## config.mk

```make
export PLATFORM = sky130hd
export DESIGN_NAME = bwlp_ff
export DESIGN_NICKNAME = d
export VERILOG_FILES = /design/src/rtl/bwlp_pkg.sv /design/src/rtl/bwlp_ff.sv
export SDC_FILE = /design/constraint.sdc
export NUM_CORES = 1
export LEC_CHECK = 0
export BUFFER_PORTS_ARGS = -buffer_cell sky130_fd_sc_hd__buf_2
export CORE_MARGIN = 2
export CORE_UTILIZATION = 58
export CTS_BUF_LIST = sky130_fd_sc_hd__clkbuf_16
export DETAILED_ROUTE_END_ITERATION = 8
export PLACE_DENSITY = 0.75
export SETUP_SLACK_MARGIN = 0.4
export SYNTH_ARGS = -nofsm -noshare
export SYNTH_HDL_FRONTEND = slang
export SYNTH_SLANG_ARGS = --single-unit
```

## constraint.sdc

```tcl
create_clock -name clk_i -period 12.9 [get_ports clk_i]
set_input_delay 3.87 -clock clk_i [delete_from_list [all_inputs] [get_ports clk_i]]
set_output_delay 3.87 -clock clk_i [all_outputs]
set_load 0.01 [all_outputs]
```

## src/rtl/bwlp_pkg.sv

```systemverilog
// Shared types and fixed-point constants for the fourth-order Butterworth low-pass filter.
`default_nettype none

package bwlp_pkg;

  // Reciprocal gain, unsigned Q0.40
  localparam int INV_W    = 30;
  localparam int INV_FRAC = 40;
  // Feedback coefficients, signed Q3.28
  localparam int COEF_W    = 32;
  localparam int COEF_FRAC = 28;
  // Past outputs are multiplied in a high and a low piece at this bit
  localparam int SPLIT = 20;
  localparam int OUT_W = 24;

  typedef logic [INV_W-1:0]         inv_t;
  typedef logic signed [COEF_W-1:0] coef_t;

  typedef enum logic {
    CORNER_1HZ    = 1'b0,
    CORNER_HALFHZ = 1'b1
  } corner_e;

  localparam logic [63:0] TWO_40 = 64'd1 << 40;

  localparam logic [63:0] INV_1HZ_RAW =
    (TWO_40 * 64'd1000000 + 64'd1200194323) / 64'd2400388646;
  localparam logic [63:0] INV_HALFHZ_RAW =
    (TWO_40 * 64'd100000 + 64'd1600564581) / 64'd3201129162;

  localparam inv_t INV_GAIN_1HZ    = inv_t'(INV_1HZ_RAW);
  localparam inv_t INV_GAIN_HALFHZ = inv_t'(INV_HALFHZ_RAW);

  localparam logic [63:0] Q28   = 64'd268435456;
  localparam logic [63:0] CHALF = 64'd5000000000;
  localparam logic [63:0] CDEN  = 64'd10000000000;

  localparam logic [63:0] CM_1HZ_0 = (64'd4382651423 * Q28 + CHALF) / CDEN;
  localparam logic [63:0] CM_1HZ_1 = (64'd21121553551 * Q28 + CHALF) / CDEN;
  localparam logic [63:0] CM_1HZ_2 = (64'd38611943490 * Q28 + CHALF) / CDEN;
  localparam logic [63:0] CM_1HZ_3 = (64'd31806385489 * Q28 + CHALF) / CDEN;
  localparam logic [63:0] CM_HHZ_0 = (64'd6630104844 * Q28 + CHALF) / CDEN;
  localparam logic [63:0] CM_HHZ_1 = (64'd29240526562 * Q28 + CHALF) / CDEN;
  localparam logic [63:0] CM_HHZ_2 = (64'd48512758825 * Q28 + CHALF) / CDEN;
  localparam logic [63:0] CM_HHZ_3 = (64'd35897338871 * Q28 + CHALF) / CDEN;

  // Index 0 weights the oldest output, index 3 the newest
  localparam coef_t FB_COEF_1HZ [4] = '{
    -coef_t'(CM_1HZ_0), coef_t'(CM_1HZ_1), -coef_t'(CM_1HZ_2), coef_t'(CM_1HZ_3)
  };
  localparam coef_t FB_COEF_HALFHZ [4] = '{
    -coef_t'(CM_HHZ_0), coef_t'(CM_HHZ_1), -coef_t'(CM_HHZ_2), coef_t'(CM_HHZ_3)
  };

endpackage

`default_nettype wire

```

## src/rtl/bwlp_ff.sv

```systemverilog
// Feedforward path: raw-sample history, binomial tap sum and scaling by the reciprocal gain.
`default_nettype none

module bwlp_ff #(
  parameter int SAMPLE_WIDTH = 10,
  parameter int FRAC_BITS    = 24
) (
  input  wire logic                              clk_i,
  input  wire logic                              rst_ni,
  input  wire logic                              load_i,
  input  wire logic [SAMPLE_WIDTH-1:0]           sample_i,
  input  wire bwlp_pkg::corner_e                 corner_i,
  output logic      [SAMPLE_WIDTH+FRAC_BITS-1:0] ffq_o
);

  localparam int SUM_W = SAMPLE_WIDTH + 4;
  localparam int PRW   = SUM_W + bwlp_pkg::INV_W + 1;
  localparam int FFW   = SAMPLE_WIDTH + FRAC_BITS;
  localparam logic [PRW-1:0] FF_ROUND =
    PRW'(1) << (bwlp_pkg::INV_FRAC - 1 - FRAC_BITS);

  logic [SAMPLE_WIDTH-1:0] xh_q [4];
  logic [FFW-1:0]          ffq_q;
  logic [FFW-1:0]          ffq_d;
  logic [SUM_W-1:0]        ffsum;
  bwlp_pkg::inv_t          inv;
  logic [PRW-1:0]          prod;

  always_comb begin
    ffsum = SUM_W'(xh_q[0]) + SUM_W'(sample_i)
          + (SUM_W'(4) * (SUM_W'(xh_q[1]) + SUM_W'(xh_q[3])))
          + (SUM_W'(6) * SUM_W'(xh_q[2]));
    inv   = (corner_i == bwlp_pkg::CORNER_HALFHZ) ? bwlp_pkg::INV_GAIN_HALFHZ
                                                  : bwlp_pkg::INV_GAIN_1HZ;
    prod  = PRW'(ffsum) * PRW'(inv) + FF_ROUND;
    ffq_d = FFW'(prod >> (bwlp_pkg::INV_FRAC - FRAC_BITS));
  end

  always_ff @(posedge clk_i or negedge rst_ni) begin
    if (!rst_ni) begin
      for (int i = 0; i < 4; i++) xh_q[i] <= '0;
    end else if (load_i) begin
      // advance the sample history
      for (int i = 0; i < 3; i++) xh_q[i] <= xh_q[i+1];
      xh_q[3] <= sample_i;
    end
  end

  always_ff @(posedge clk_i) begin
    if (load_i) begin
      ffq_q <= ffq_d;
    end
  end

  assign ffq_o = ffq_q;

endmodule

`default_nettype wire

```

== After elaboration in Yosys (flattened, before gate mapping) ==
Index checks and enable logic that the tools add are counted.

* Flip-flop bits (word level): 69
* Bits of input ports: 14
* Output and inout bits: 34
* Word-level logic and storage cells: 13

* $add $sub $neg: 5
* $mul: 2
* Mux-type cells: 1

{| class="wikitable"
|+ Operators with widths
! cell !! count
|-
| 43-bit by 16-bit adder with 44-bit output, second input constant || 1
|-
| 14-bit by 29-bit multiplier with 43-bit output || 1
|-
| 29-bit two-way mux || 1
|-
| 10-bit by 10-bit adder with 11-bit output || 2
|-
| 11-bit by 13-bit adder with 14-bit output || 1
|-
| 14-bit by 13-bit adder with 14-bit output || 1
|-
| 2-bit by 10-bit multiplier with 12-bit output, first input constant || 1
|}

== Depth between registers and ports, before layout ==
* Depth in word-level cells: 5
* Gate-level depth with buffers: 40
* Depth with buffers taken out: 40

== Worst setup path before layout ==
Ideal clock, no wire load.

* Kind: input to register
* Start: input sample_i[2]
* End: register ffq_q[20], in the netlist ffq_o[20] (data pin)
* Library setup time: 0.265 ns
* Arrival: 12.184 ns
* Data required time: 12.635 ns
* Path slack: 0.452 ns
* Stages on the path: 29
* Buffers on the path: 0
* Cell sequence: inv_1 -> fa_1 -> fa_1 -> inv_1 -> ha_1 -> fa_1 -> a21o_1 -> a21oi_1 -> o21bai_1 -> a2111oi_2 -> o21ai_0 -> a31oi_1 -> inv_1 -> fa_1 -> fa_1 -> fa_1 -> fa_1 -> inv_1 -> fa_1 -> ha_1 -> ha_1 -> a21oi_1 -> nand2_1 -> a31oi_1 -> nand3_1 -> a31oi_1 -> o21ai_2 -> a221oi_1 -> xnor2_1

* Longest elaborated chain between the ends: 5

{| class="wikitable"
|+ Ends and longest elaborated chain
! item !! RTL line !! source
|-
| from (decl) || bwlp_ff.sv:11 || <nowiki>input wire logic [SAMPLE_WIDTH-1:0] sample_i,</nowiki>
|-
| 10-bit by 10-bit adder with 11-bit output || bwlp_ff.sv:30 || <nowiki>ffsum = SUM_W'(xh_q[0]) + SUM_W'(sample_i)</nowiki>
|-
| 11-bit by 13-bit adder with 14-bit output || bwlp_ff.sv:31 || <nowiki>+ (SUM_W'(4) * (SUM_W'(xh_q[1]) + SUM_W'(xh_q[3])))</nowiki>
|-
| 14-bit by 13-bit adder with 14-bit output || bwlp_ff.sv:32 || <nowiki>+ (SUM_W'(6) * SUM_W'(xh_q[2]));</nowiki>
|-
| 14-bit by 29-bit multiplier with 43-bit output || bwlp_ff.sv:35 || <nowiki>prod = PRW'(ffsum) * PRW'(inv) + FF_ROUND;</nowiki>
|-
| 43-bit by 16-bit adder with 44-bit output || bwlp_ff.sv:35 ||
|-
| via prod[36] || bwlp_ff.sv:27 || <nowiki>logic [PRW-1:0] prod;</nowiki>
|-
| to (signal assigned) || bwlp_ff.sv:51 || <nowiki>ffq_q <= ffq_d;</nowiki>
|-
| to (decl) || bwlp_ff.sv:23 || <nowiki>logic [FFW-1:0] ffq_q;</nowiki>
|}

The timed path passes the listed nets, and every way through them passes these cells.
A chain may end at the register's enable or synchronous reset.

== Worst setup path after layout ==
* Start: input sample_i[3]
* End: register ffq_q[24], in the netlist ffq_o[24] (data pin)

Same word-level chain as after synthesis.

==> key figures <==
Setup path
  – Reg-to-reg endpoint: ffq_o[20]
  – Worst-path cell with the longest stage delay: xnor2_1
  – CP top delay family: adder cells
  – CP peak stage delay: 0.82 ns
  – FF-to-FF Start: xh_q[1]
  – Startpoint types: input port
  – Most Frequent Cell on Critical Path: fa_1
  – Crit path DAT: 12.32 ns
  – Worst reg-to-reg setup slack: 3.03 ns
  – Worst Path Buf+Inv: 7
  – CP max FO: 7
  – CP Class: input port to flop
  – R2r worst-path depth: 36
  – Setup crit end kind: flop
  – Worst Path Required: 13.04 ns

Yosys
  – #FFs+latches synth: 68
  – Yosys warns: 0
  – Synth Area per Inst: 10.35 µm²
  – Post-synthesis sequential area ratio: 14.38%
  – Number of synthesized flops with an enable pin: 28
  – Post-Syn Instances: 1,238
  – Ys async rst share: 58.82%
  – Synth cell types: 55
  – Mapped Area: 12,810 µm²
  – Most common flop cell mapped by yosys: dfrtp_1

Job
  – Max cap viols: 0

Detailed routing
  – Residual DRC count: 0
  – Final WL: 27,680 µm
  – Iteration-0 DRC Markers: 484
  – Post-DRT Antenna Nets: 0
  – DR vias: 8,520
  – First-pass DRT Iterations: 5
  – DR vias/cell: 5.392
  – WL/cell: 17.52 µm

Timing
  – Hold WS: 0.5128 ns
  – Slew @ Worst Pin: 1.054 ns
  – Slew margin rel.: 29.20%
  – FMAX: 0.08213 GHz
  – Fin crit share: 94.39%
  – Clk_skew: 0.007603 ns
  – Min cycle time layout: 12.18 ns
  – Setup TNS: 0 ns
  – RSZ-0062 raised after global routing: no
  – Final setup vio count: 0
  – Pins Over Slew Limit: 0
  – Hold Fails Final Rpt: 0

Worst hold path
  – Worst hold path depth: 2
  – Worst min path class: flop to flop
  – Hold_sp: xh_q[29]
  – Hold Path Sink: xh_q[39]

Clock network
  – H-tree depth: 3
  – CTS buffer count: 9
  – CTS Sinks: 68
  – Hold Buf Count CTS: 0
  – Latest clock arrival within the worst-skew pair: 0.34 ns
  – Clock Path Buffers: 2
  – Clock Pin Slew Worst Setup and Hold Paths: 0.06 ns
  – TritonCTS clock tree: built
  – CTS root buf: clkbuf_16

Die
  – Width of the die: 152.6 µm
  – Initial Utilization: 58.89%
  – Die area: 23,290 µm²
  – Die span in y: 152.6 µm
  – # rows: 54
  – Core area: 21,760 µm²
  – IO Count: 48

Global route
  – Grt peak-use layer: met2
  – Vias in the first global route: 9,207
  – Met1 Usage GRT: 34.57%
  – Met2 global-route usage: 41.43%
  – First-pass GRT wire length: 46,530 µm
  – Total track usage: 25.26%
  – Largest net degree at the start of global routing: 79
  – Remaining global-route overflow: 0
  – Initial antenna violation count: 0
  – Met3 Track Usage GR: 4.863%

Finish
  – Syn-to-layout area delta: 7.794%
  – Final #Nets: 1,746
  – Layout cells sized above 1: 9.623%

Placement
  – DP HPWL: 23,830 µm
  – PortBufs: 41
  – Routability congestion estimate: 0.9514

Status
  – Outcome: finished clean
layout by cell type, fill, tap and decap left out, types with 31 or more instances in the layout:
cell     Yosys  routed
a21o_1      34      34
ha_1       218     216
mux2_2      31      31
buf_2        1      41
a21oi_1     49      46
inv_1      330     330
xnor2_1     38      38
dfrtp_1     40      40
fa_1       220     220
nand2_1     50      50
worst min-delay path, delay by kind of cell (launching register included):
kind	cells	cell delay (ns)
and+or+nand+nor	1	0.06
AOI/OAI and AO/OA	1	0.06
DFF	1	0.36
routing by layer:
layer	vias up	part of all wire [%]
met1	4277	43
li1	4022	-
met5	-	0
met4	0	2.2
met3	41	5.7
met2	180	49
stage by stage:
stage / instance area (µm²) / utilization [%] / setup slack, ns / cells
floorplan: 12860 / - / 0.4515 / 1250
global placement: 13400 / 61.59 / 0.2275 / 1559
detailed placement: 13400 / 61.59 / 0.1144 / 1559
CTS: 13690 / 62.95 / 0.4247 / 1575
global route: 13810 / 63.46 / 0.3604 / 1579
finish: 13810 / 63.47 / 0.7241 / 1580
cell usage after synthesis (all sizes together), types with 7 or more instances:
| master | instances | share of area (%) |
|---|---|---|
| edfxtp | 28 | 6.6 |
| buf | 11 | 0.57 |
| mux2 | 31 | 2.7 |
| nand2 | 50 | 1.5 |
| nand3 | 12 | 0.47 |
| fa | 220 | 34 |
| nand2b | 11 | 0.54 |
| a31oi | 7 | 0.34 |
| ha | 218 | 21 |
| o21ai | 30 | 1.2 |
| nor2 | 26 | 0.76 |
| o21bai | 9 | 0.53 |
| xor2 | 14 | 0.96 |
| a21oi | 49 | 1.9 |
| xnor2 | 38 | 2.6 |
| nand4 | 8 | 0.39 |
| dfrtp | 40 | 7.8 |
| a21o | 34 | 2.0 |
| inv | 330 | 9.7 |
| clkbuf | 18 | 0.53 |
logic make-up after synthesis:
group / Yosys count / share of synthesized area, %
simple gates: 129 / 4.708
other cells: 2 / 0.05862
buf+inv: 359 / 10.76
compound gates: 157 / 7.989
mux: 33 / 2.881
xor+xnor: 52 / 3.555
flops: 68 / 14.38
fa+ha+maj: 438 / 55.67
repair_timing:
item / 4_1_cts / 5_1_grt
hold endpoints to repair: 0 / 0
gates resized for setup: 0 / 13
buffers inserted: 0 / 4
endpoints found under the setup margin: 0 / 17
worst max-delay path by stage:
stage | slack (ns) | to | startpoint | cells after the start
6_report | 0.72 | ffq_o[24] | sample_i[3] | 31
5_1_grt | 0.36 | ffq_o[20] | sample_i[2] | 34
4_1_cts | 0.42 | ffq_o[20] | sample_i[2] | 35
3_5_place_dp | 0.11 | ffq_o[20] | sample_i[2] | 35
3_3_place_gp | 0.23 | ffq_o[24] | sample_i[2] | 32
2_1_floorplan | 0.45 | ffq_o[20] | sample_i[2] | 29
area by class of cell:
cell class / instances / area [µm²]
Clock inverter: 6 / 45.04
Tap cell: 280 / 350.3
Fill cell: 1758 / 7946
Clock buffer: 10 / 250.2
Inverter: 330 / 1239
Sequential cell: 68 / 1842
Antenna cell: 1 / 2.502
Timing Repair Buffer: 62 / 362.8
Multi-Input combinational cell: 823 / 9718
registers in the layout, indices dropped and copies added, names as in the netlist:
name,cells
ffq_o,28
xh_q,40
Power is not shown: default switching activity piles up to over one toggle a cycle in this logic, so the estimate is an artifact.
